--- config.mk ---
export PLATFORM = sky130hd
export DESIGN_NAME = csc_front
export DESIGN_NICKNAME = d
export VERILOG_FILES = /design/src/rtl/core/csc_pkg.sv /design/src/rtl/core/csc_front.sv
export SDC_FILE = /design/constraint.sdc
export NUM_CORES = 1
export LEC_CHECK = 0
export BUFFER_PORTS_ARGS = -buffer_cell sky130_fd_sc_hd__buf_2
export CAP_MARGIN = 20
export CORE_AREA = 10 10 131 253
export DETAILED_ROUTE_END_ITERATION = 8
export DIE_AREA = 0 0 141 263
export PLACE_DENSITY = 0.66
export SLEW_MARGIN = 20
export SYNTH_ARGS = -nofsm -noshare
export SYNTH_HDL_FRONTEND = slang
export SYNTH_SLANG_ARGS = --single-unit
--- constraint.sdc ---
create_clock -name aclk -period 27.9 [get_ports aclk]
set_input_delay 1.395 -clock aclk [delete_from_list [all_inputs] [get_ports aclk]]
set_output_delay 1.395 -clock aclk [all_outputs]
set_load 0.02 [all_outputs]
--- src/rtl/core/csc_pkg.sv ---
`timescale 1ns / 1ps
package csc_pkg;
    localparam int MAX_CIRCLES   = 1024;
    localparam int MAX_POINTS    = 1024;
    localparam int ROW_WORD_BITS = 64;
    localparam int ROW_WORDS     = (MAX_CIRCLES + ROW_WORD_BITS - 1) / ROW_WORD_BITS;
    localparam int CIRC_AW       = $clog2(MAX_CIRCLES);
    localparam int PT_AW         = $clog2(MAX_POINTS);
    localparam int WORD_AW       = (ROW_WORDS > 1) ? $clog2(ROW_WORDS) : 1;
    localparam int BIT_AW        = $clog2(ROW_WORD_BITS);
    localparam int CTOT_W        = $clog2(MAX_CIRCLES + 1);
    localparam int PTOT_W        = $clog2(MAX_POINTS + 1);
    localparam int IDX_W         = 10;
    localparam int CNT_W         = 11;
    localparam int QDEPTH        = 2;

    typedef enum logic [1:0] {
        CMD_CIRCLE = 2'd0,
        CMD_POINT  = 2'd1,
        CMD_QUERY  = 2'd2,
        CMD_NONE   = 2'd3
    } cmd_t;

    typedef enum logic [1:0] {
        OP_CIRCLE = 2'd0,
        OP_POINT  = 2'd1,
        OP_QUERY  = 2'd2,
        OP_ERROR  = 2'd3
    } op_t;

    typedef struct packed {
        op_t               op;
        logic signed [31:0] x;
        logic signed [31:0] y;
        logic [30:0]       r;
        logic [PT_AW-1:0]  ia;
        logic [PT_AW-1:0]  ib;
    } job_t;
endpackage

--- src/rtl/core/csc_front.sv ---
`timescale 1ns / 1ps
module csc_front (
    input  logic          aclk,
    input  logic          aresetn,
    input  logic          s_valid,
    output logic          s_ready,
    input  logic [1:0]    s_cmd,
    input  logic [31:0]   s_coord_x,
    input  logic [31:0]   s_coord_y,
    input  logic [30:0]   s_radius,
    input  logic [9:0]    s_first_index,
    input  logic [9:0]    s_second_index,
    output logic          q_valid,
    input  logic          q_ready,
    output csc_pkg::job_t q_job
);
    import csc_pkg::*;

    localparam int QAW = $clog2(QDEPTH);

    job_t               fifo_reg [QDEPTH];
    logic [QAW-1:0]     wptr_reg, rptr_reg;
    logic [QAW:0]       fill_reg;
    logic [PTOT_W-1:0]  ptot_reg;
    logic [CTOT_W-1:0]  ctot_reg;
    logic               push, pop, drop;
    job_t               job;

    // classify: loads over capacity and unused codes never reach the back end
    always_comb begin
        job    = '0;
        job.x  = s_coord_x;
        job.y  = s_coord_y;
        job.r  = s_radius;
        job.ia = PT_AW'(s_first_index);
        job.ib = PT_AW'(s_second_index);
        drop   = 1'b0;
        case (cmd_t'(s_cmd))
            CMD_CIRCLE: begin
                job.op = OP_CIRCLE;
                drop   = (ctot_reg == CTOT_W'(MAX_CIRCLES));
            end
            CMD_POINT: begin
                job.op = OP_POINT;
                drop   = (ptot_reg == PTOT_W'(MAX_POINTS));
            end
            CMD_QUERY: begin
                job.op = ((PTOT_W+1)'(s_first_index) >= (PTOT_W+1)'(ptot_reg)
                       || (PTOT_W+1)'(s_second_index) >= (PTOT_W+1)'(ptot_reg))
                       ? OP_ERROR : OP_QUERY;
            end
            default: drop = 1'b1;
        endcase
    end

    assign s_ready = (fill_reg != (QAW+1)'(QDEPTH));
    assign push    = s_valid && s_ready && !drop;
    assign q_valid = (fill_reg != '0);
    assign pop     = q_valid && q_ready;
    assign q_job   = fifo_reg[rptr_reg];

    always_ff @(posedge aclk) begin
        if (push) fifo_reg[wptr_reg] <= job;
        if (!aresetn) begin
            wptr_reg <= '0;
            rptr_reg <= '0;
            fill_reg <= '0;
            ptot_reg <= '0;
            ctot_reg <= '0;
        end else begin
            if (push) wptr_reg <= wptr_reg + 1'b1;
            if (pop)  rptr_reg <= rptr_reg + 1'b1;
            fill_reg <= fill_reg + (QAW+1)'(push) - (QAW+1)'(pop);
            if (push && job.op == OP_CIRCLE) ctot_reg <= ctot_reg + 1'b1;
            if (push && job.op == OP_POINT)  ptot_reg <= ptot_reg + 1'b1;
        end
    end
endmodule

==> results_dict.tcl, run 1 <==
set metrics [dict create \
    outcome "finished clean" \
    clockBufferDepth 3 \
    routed_wl_mm 23.3 \
    finalClockSkew_ns 0.0177 \
    cp_max_fo 56 \
    start_util 0.354 \
    placed_cells 1182 \
    die_w_um 141 \
    rsz0062_at_grt "false" \
    avgSynthCellArea_um2 17.3 \
    place_congestion 0.840 \
    route.detailed.drc 0 \
    synth.distinct_cells 39 \
    fin_cells 1227 \
    p_switching_mw 0.299 \
    synth_area_leaders "edfxtp_1, mux2_2, dfxtp_1, ha_1, or4_1" \
    maxCapViolCount 0 \
    synth.cell_area_um2 10300 \
    vias 6039 \
    grt_max_degree 68 \
    critPathSlowestCell "nor2_4" \
    intPower_mw 0.779 \
    syn_nets 746 \
    drt_iter0_drc 292 \
    firstDrtPassIters 4 \
    fillers 2664 \
    crit_path_start_kind "primary input" \
    dieArea_um2 37100 \
    finalCritPeriodShare 0.168 \
    synth_seq_area_share 0.732 \
    leakagePower_nw 4.65 \
    grt_pass1_wl_mm 36.1 \
    tightest_slew_ns 1.02 \
    finalNetCount 993 \
    grt.overflow.total 0 \
    critical_path_class "in -> reg" \
    synthCells 597 \
    yosysTopAreaCellShare 0.680 \
    core_area_um2 29200 \
    synth_area_leader_cell "edfxtp_1" \
    cts_tree "built" \
    clock_latency_ns 0.53 \
    layout_min_cycle_time_ns 4.67 \
    grt_pass1_vias 6396 \
    postCtsSetupBuffers 0 \
    clk_pin_slew_worst_paths_ns 0.07 \
    hold_ws_ns 0.487 \
    setup_viol 0 \
    clockPowerShare 0.331 \
    ys_ff_latch 261 \
    required_ns 28.05 \
    timing.fmax_mhz 214 \
    hold_buffers 0 \
    seqPwrFrac 0.449 \
    relSlewSlack 0.317 \
    drtAntennaViolNets 0 \
    pwr-share-comb 0.220 \
    antenna_found_initial 5 \
    cts_resized 0 \
    cts.sinks 261 \
    powerDensity_nw_per_um2 84.2 \
    via_per_inst 4.92 \
    setup_tns_ns 0 \
    ir_drop_uv 65.6 \
    finalHoldViolations 0 \
    portBuffers 239 \
    min_path_type "reg -> reg" \
    power.total_mw 1.08 \
    areaGrowthSynthToFinish_pct 23.8 \
    ys_warn_count 0 \
    h-tree-depth 1 \
    hpwl_mm 16.4 \
    grtUsageTotal 0.120 \
    path_cells "buf_2 > inv_1 > ha_1 > nor4b_1 > nand4_1 > nand2_1 > or2_2 > nor2_4 > buf_4" \
    drv_slew 0 \
    cp.arrival_ns 4.82 \
    finish.utilization 0.439 \
    rows 89 \
    top_level_ports 240 \
    wl_per_cell_um 19.0 \
    largest_register_ffs 234 \
    crit_path_max_incr_delay_ns 0.78 \
    cts_buffers 24 \
    sw_frac_of_total 0.278 \
    crit_path_end_kind "flip-flop" \
    die_h_um 263 \
    layout-drive-gt1-share 0.470 \
    cts-root-buf "clkbuf_16" \
]
==> cells in the mapped netlist, drive strengths merged <==
| cell | count |
|---|---|
| edfxtp | 234 |
| mux2 | 117 |
| ha | 28 |
| dfxtp | 27 |
| nand2 | 24 |
| a21oi | 17 |
| inv | 17 |
| clkbuf | 15 |
| or4 | 13 |
| o31ai | 12 |
| nand4 | 10 |
| nor2 | 10 |
| buf | 8 |
| nand3 | 8 |
| nand2b | 7 |
| mux2i | 6 |
| nor3 | 5 |
| xnor2 | 5 |
| nor4 | 4 |
| and2 | 3 |
| and4b | 3 |
| o21ai | 3 |
| a211oi | 2 |
| a21o | 2 |
| a31oi | 2 |
| nor3b | 2 |
| nor4b | 2 |
| o21a | 2 |
| or2 | 2 |
| a41oi | 1 |
| and3 | 1 |
| clkinv | 1 |
| o21bai | 1 |
| o311ai | 1 |
| o41ai | 1 |
| xor2 | 1 |
==> stage by stage <==
step	instance area [um2]	worst slack, ns
2_1_floorplan	10300	16.96
3_3_place_gp	11900	22.68
3_5_place_dp	11900	22.60
4_1_cts	12800	23.15
5_1_grt	12800	22.88
6_report	12800	23.23
==> power groups by stage <==
stage / Clock (mW) / Sequential [mW] / Combinational (mW)
after floorplan: 0 / 0.488 / 0.167
after global placement: 0 / 0.492 / 0.240
after detailed placement: 0 / 0.493 / 0.241
after CTS: 0.369 / 0.485 / 0.242
after global routing: 0.384 / 0.488 / 0.256
final: 0.357 / 0.484 / 0.237
==> metal layers <==
layer | track usage | routed length [um]
met1 | 0.159 | 10400
met2 | 0.183 | 10300
met3 | 0.0404 | 2080
met4 | 0.0331 | 427
met5 | 0 | 74
==> worst max-delay path, delay by kind of cell <==
kind,cells,cell delay [ns]
and+or+nand+nor,5,2.22
adders and majority gates,1,0.22
buffers and inverters,3,0.96
==> area by class of cell <==
cell class                 count  area, um2  share of cell area
timing repair buffer         244       1230              0.0964
clock buffer                  26        629              0.0492
sequential                   261       7570               0.591
antenna                        2       5.00            0.000391
multi-input combinational    295       2600               0.203
clock inverter                17        243              0.0190
inverter                      18       67.6             0.00528
tap                          364        455              0.0356
==> kinds of logic after synthesis <==
kind of cell | share of synthesized area
flops | 0.732
mux | 0.133
simple gates | 0.0505
compound gates | 0.0272
buf+inv | 0.0180
fa+ha+maj | 0.0339
xor+xnor | 0.00508
==> final timing paths <==
path / from / slack [ns] / to / cells after the start
max: s_cmd[1] / 23.23 / fifo_reg[1][26] / 9
min: ctot_reg[10] / 0.49 / ctot_reg[10] / 2
max reg2reg: ptot_reg[0] / 24.09 / fifo_reg[1][26] / 6
min reg2reg: ctot_reg[10] / 0.49 / ctot_reg[10] / 2
==> cells in the final DEF (no fill, tap or decap), types with 5 or more instances in the layout <==
master / netlist / routed
nand2b_1: 7 / 7
edfxtp_1: 234 / 234
nor2_1: 10 / 9
buf_2: 6 / 239
nand4_1: 10 / 10
nand2_1: 24 / 24
mux2i_1: 6 / 6
o31ai_1: 12 / 12
buf_4: 0 / 5
or4_1: 13 / 13
xnor2_1: 5 / 5
inv_1: 17 / 17
ha_1: 28 / 28
a21oi_1: 17 / 17
bufinv_16: 0 / 6
nand3_1: 8 / 8
clkbuf_16: 0 / 25
dfxtp_1: 27 / 26
mux2_2: 117 / 117
Power figures use the tool's default switching activity.
==> run 2: changes to the inputs <==
==> constraint.sdc (replaced) <==
create_clock -name aclk -period 4.7 [get_ports aclk]
set_input_delay 0.235 -clock aclk [delete_from_list [all_inputs] [get_ports aclk]]
set_output_delay 0.235 -clock aclk [all_outputs]
set_load 0.02 [all_outputs]
==> results_dict.tcl, run 2 (synthesized netlist as in run 1, its figures left out) <==
set metrics [dict create \
    cts-root-buf "clkbuf_16" \
    outcome "finished clean" \
    setup_viol 0 \
    grt_pass1_vias 6825 \
    finalHoldViolations 0 \
    min_to "wptr_reg" \
    final_common_cell "buf_2" \
    largest_register_ffs 234 \
    relSlewSlack 0.303 \
    highest_layer "met4" \
    via_per_inst 4.74 \
    finalCritPeriodShare 0.638 \
    powerDensity_nw_per_um2 457 \
    ff2ff_setup_slack_ns 1.70 \
    finalClockSkew_ns 0.0154 \
    rr_startpoint "ptot_reg[0]" \
    vias 6380 \
    rsz0062_at_grt "false" \
    drv_slew 0 \
    antenna_found_initial 0 \
    route.detailed.drc 0 \
    start_util 0.354 \
    leakagePower_nw 5.15 \
    top_level_ports 240 \
    cts.sinks 261 \
    ir_drop_uv 358 \
    final_cell_mix "buf_2, edfxtp_1, mux2_2, dlygate4sd3_1, ha_1" \
    path_buf_inv 1 \
    clock_latency_ns 0.53 \
    place_congestion 0.810 \
    die_w_um 141 \
    firstDrtPassIters 5 \
    core_area_um2 29200 \
    layout-drive-gt1-share 0.419 \
    areaGrowthSynthToFinish_pct 35.0 \
    routed_wl_mm 24.4 \
    rows 89 \
    crit_path_start_kind "flip-flop" \
    r2r-end "fifo_reg[1][110]" \
    clk_pin_slew_worst_paths_ns 0.07 \
    postCtsSetupBuffers 0 \
    whs_path_depth 2 \
    cp_max_fo 95 \
    cts_buffers 25 \
    crit_path_end_kind "flip-flop" \
    grt_max_degree 97 \
    wl_per_cell_um 18.1 \
    portBuffers 239 \
    grtUsageTotal 0.124 \
    setup_tns_ns 0 \
    required_ns 4.86 \
    h-tree-depth 1 \
    drt_iter0_drc 315 \
    layout_min_cycle_time_ns 3.00 \
    dieArea_um2 37100 \
    finalNetCount 1111 \
    critical_path_class "reg -> reg" \
    r2r_cells 6 \
    cp_top_family "simple AND/OR/NAND/NOR gates" \
    path_cells "nor4b_1 > nand4_1 > nand2_1 > or2_2 > nor2_4 > buf_12" \
    drtAntennaViolNets 0 \
    cts_tree "built" \
    crit_path_max_incr_delay_ns 0.62 \
    maxCapViolCount 0 \
    clockBufferDepth 3 \
    timing.fmax_mhz 333 \
    min_path_type "in -> reg" \
    holdCritStartpoint "aresetn" \
    antenna_cells 0 \
    power.total_mw 6.38 \
    tightest_slew_ns 1.04 \
    met2_length_mm 11.5 \
    cp.arrival_ns 3.16 \
    die_h_um 263 \
    met1_length_mm 10.7 \
    met3_length_mm 1.79 \
    hpwl_mm 16.0 \
    grt_pass1_wl_mm 37.5 \
    grt.overflow.total 0 \
    critPathSlowestCell "nand2_1" \
]
[run 2: cell types whose count changed in the layout (fill, tap and decap cells not counted), sizes merged]
cell         before  now
diode             2    0
dlygate4sd3       0  115
inv              17   19
clkinv            8   10
buf             244  246
bufinv            6    2
clkbuf           26   31
clkinvlp          4    2
[run 2: how the worst max path moves through the flow]
stage                 from               end  slack (ns)  cells after the start
2_1_floorplan  fill_reg[0]    fifo_reg[0][0]        0.34                      5
3_3_place_gp      s_cmd[1]       fill_reg[1]        1.52                     13
3_5_place_dp      s_cmd[1]   fifo_reg[1][31]        1.40                      9
4_1_cts        ptot_reg[0]       fill_reg[1]        1.68                     10
5_1_grt        ptot_reg[0]       fill_reg[1]        1.41                     10
6_report       ptot_reg[0]  fifo_reg[1][110]        1.70                      6
[run 2: cell type report]
cell class / instances / area [um2]
Timing Repair Buffer: 361 / 2420
Fill cell: 2531 / 15200
Tap cell: 364 / 455
Sequential cell: 261 / 7570
Clock inverter: 15 / 146
Clock buffer: 31 / 688
Multi-Input combinational cell: 295 / 2600
Inverter: 18 / 67.6
[run 2: routing by layer]
layer	vias to the layer above	global-route usage
met3	30	0.0341
li1	3041	-
met4	0	0.0339
met2	229	0.199
met5	-	0
met1	3080	0.160
[run 2: stage by stage]
stage | area, um2 | cells | utilization | hold WS [ns] | setup WS, ns
floorplan | 10400 | 597 | - | 0.334 | 0.344
global placement | 12000 | 1184 | 0.410 | 0.422 | 1.52
detailed placement | 12000 | 1184 | 0.410 | 0.427 | 1.40
CTS | 14000 | 1345 | 0.478 | 0.0629 | 1.68
global route | 14000 | 1345 | 0.478 | 0.0913 | 1.41
finish | 14000 | 1345 | 0.478 | 0.0939 | 1.70
[run 2: worst register-to-register path: cells and delay by family (launching register included)]
| family | cells | cell delay [ns] |
|---|---|---|
| simple gates | 5 | 1.63 |
| flops | 1 | 0.47 |
| buf+inv | 1 | 0.35 |
[run 2: power by group]
part / internal [mW] / total, mW / switching (mW)
registers: 2.76 / 2.89 / 0.123
logic: 0.634 / 1.49 / 0.851
clock network: 1.16 / 2.01 / 0.850
[run 2: what timing repair did]
item | 4_1_cts | 5_1_grt
resized for setup | 0 | 0
endpoints found under the hold margin | 230 | 0
hold buffers | 115 | 0
==> run 3: changes to the inputs <==
--- a/config.mk
+++ b/config.mk
@@ -10,7 +10,7 @@
 export CORE_AREA = 10 10 131 253
 export DETAILED_ROUTE_END_ITERATION = 8
 export DIE_AREA = 0 0 141 263
-export PLACE_DENSITY = 0.66
+export PLACE_DENSITY = 0.68
 export SLEW_MARGIN = 20
 export SYNTH_ARGS = -nofsm -noshare
 export SYNTH_HDL_FRONTEND = slang
==> constraint.sdc (replaced) <==
create_clock -name aclk -period 2.4 [get_ports aclk]
set_input_delay 0.12 -clock aclk [delete_from_list [all_inputs] [get_ports aclk]]
set_output_delay 0.12 -clock aclk [all_outputs]
set_load 0.02 [all_outputs]
==> results_dict.tcl, run 3 (synthesized netlist as in run 1, its figures left out) <==
set metrics [dict create \
    outcome "finished clean" \
    min_path_type "in -> reg" \
    clock_latency_ns 0.52 \
    placed_cells 1196 \
    whs_path_depth 4 \
    grt_pass1_vias 7020 \
    busiest_layer "met2" \
    tightest_slew_ns 0.500 \
    finalClockSkew_ns 0.0161 \
    place_congestion 0.817 \
    cp.arrival_ns 2.69 \
    r2r-end "fill_reg[1]" \
    required_ns 2.79 \
    largest_register_ffs 234 \
    antenna_cells 0 \
    cts_buffers 24 \
    setup_viol 0 \
    grt.met1_usage 0.165 \
    clk_pin_slew_worst_paths_ns 0.06 \
    portBuffers 239 \
    rows 89 \
    leakagePower_nw 5.19 \
    route.detailed.drc 0 \
    via_per_inst 4.82 \
    cts_tree "built" \
    drtAntennaViolNets 0 \
    areaGrowthSynthToFinish_pct 36.2 \
    die_h_um 263 \
    top_level_ports 240 \
    rsz0062_at_grt "false" \
    ff2ff_setup_slack_ns 0.1 \
    crit_path_start_kind "flip-flop" \
    met2_usage 0.211 \
    grt_max_degree 44 \
    drt_iter0_drc 294 \
    cts.sinks 261 \
    cts-root-buf "clkbuf_16" \
    core_area_um2 29200 \
    finalCritPeriodShare 0.959 \
    layout-drive-gt1-share 0.423 \
    final_common_cell "buf_2" \
    rr_startpoint "ctot_reg[6]" \
    hpwl_mm 17.2 \
    routed_wl_mm 25.1 \
    maxCapViolCount 0 \
    power.total_mw 12.3 \
    cp_max_fo 2 \
    h-tree-depth 1 \
    crit_path_end_kind "flip-flop" \
    antenna_found_initial 1 \
    critical_path_class "reg -> reg" \
    relSlewSlack 0.665 \
    r2r_cells 10 \
    drv_slew 0 \
    die_w_um 141 \
    grtUsageTotal 0.128 \
    finalHoldViolations 0 \
    dieArea_um2 37100 \
    finalNetCount 1125 \
    ir_drop_uv 546 \
    setup_tns_ns 0 \
    grt_pass1_wl_mm 38.9 \
    start_util 0.354 \
    fin_cells 1355 \
    timing.fmax_mhz 435 \
    clockBufferDepth 3 \
    wl_per_cell_um 18.5 \
    use_met3 0.0323 \
    final_cell_mix "buf_2, edfxtp_1, mux2_2, dlygate4sd3_1, ha_1" \
    grt.overflow.total 0 \
    holdCritStartpoint "q_ready" \
    vias 6534 \
    layout_min_cycle_time_ns 2.30 \
    firstDrtPassIters 5 \
    powerDensity_nw_per_um2 875 \
]
[run 3: cell type report]
| cell class | instances | area, um2 |
|---|---|---|
| Clock buffer | 32 | 662 |
| Clock inverter | 9 | 70.1 |
| Fill cell | 2475 | 15100 |
| Inverter | 18 | 67.6 |
| Multi-Input combinational cell | 295 | 2630 |
| Sequential cell | 261 | 7570 |
| Tap cell | 364 | 455 |
| Timing Repair Buffer | 376 | 2630 |
[run 3: power by group]
group | internal [mW] | switching (mW)
clock network | 2.03 | 1.56
logic | 1.35 | 1.81
registers | 5.41 | 0.149
[run 3: routing by layer]
layer	part of all wire	routed length, um
met2	0.48	12000
met4	0.013	320
met5	0.00052	13
met3	0.070	1750
met1	0.44	11000
[run 3: what timing repair did]
item | 4_1_cts | 5_1_grt
resized for setup | 0 | 2
endpoints found under the setup margin | 0 | 1
endpoints found under the hold margin | 235 | 0
setup buffers | 0 | 2
hold buffers | 116 | 0
[run 3: through the flow]
stage          hold slack [ns]  worst slack, ns  utilization  area, um2
6_report                0.0688           0.0989        0.483      14100
5_1_grt                 0.0836         0.000915        0.483      14100
3_3_place_gp             0.308           0.0681        0.417      12200
3_5_place_dp             0.311           0.0480        0.417      12200
4_1_cts                 0.0448           0.0761        0.482      14100
2_1_floorplan            0.219            -1.69            -      10400
[run 3: worst max-delay path by stage]
stage | depth (start not counted) | start | slack [ns] | end
after floorplan | 5 | fill_reg[0] | -1.69 | fifo_reg[0][0]
after global placement | 9 | s_cmd[0] | 0.07 | fifo_reg[1][49]
after detailed placement | 12 | s_cmd[0] | 0.05 | fill_reg[1]
after CTS | 10 | ctot_reg[5] | 0.08 | fill_reg[1]
after global routing | 10 | ctot_reg[6] | 0.0009 | fill_reg[1]
final | 10 | ctot_reg[6] | 0.1 | fill_reg[1]
[run 3: critical path, cell delays in order (launching register included)]
cell,delay (ns)
dfxtp_1,0.31
or4_1,0.50
nor4_1,0.22
and4b_1,0.25
or2_4,0.13
ha_1,0.21
inv_1,0.06
ha_1,0.14
xor2_1,0.17
xnor2_1,0.13
nor2_1,0.06
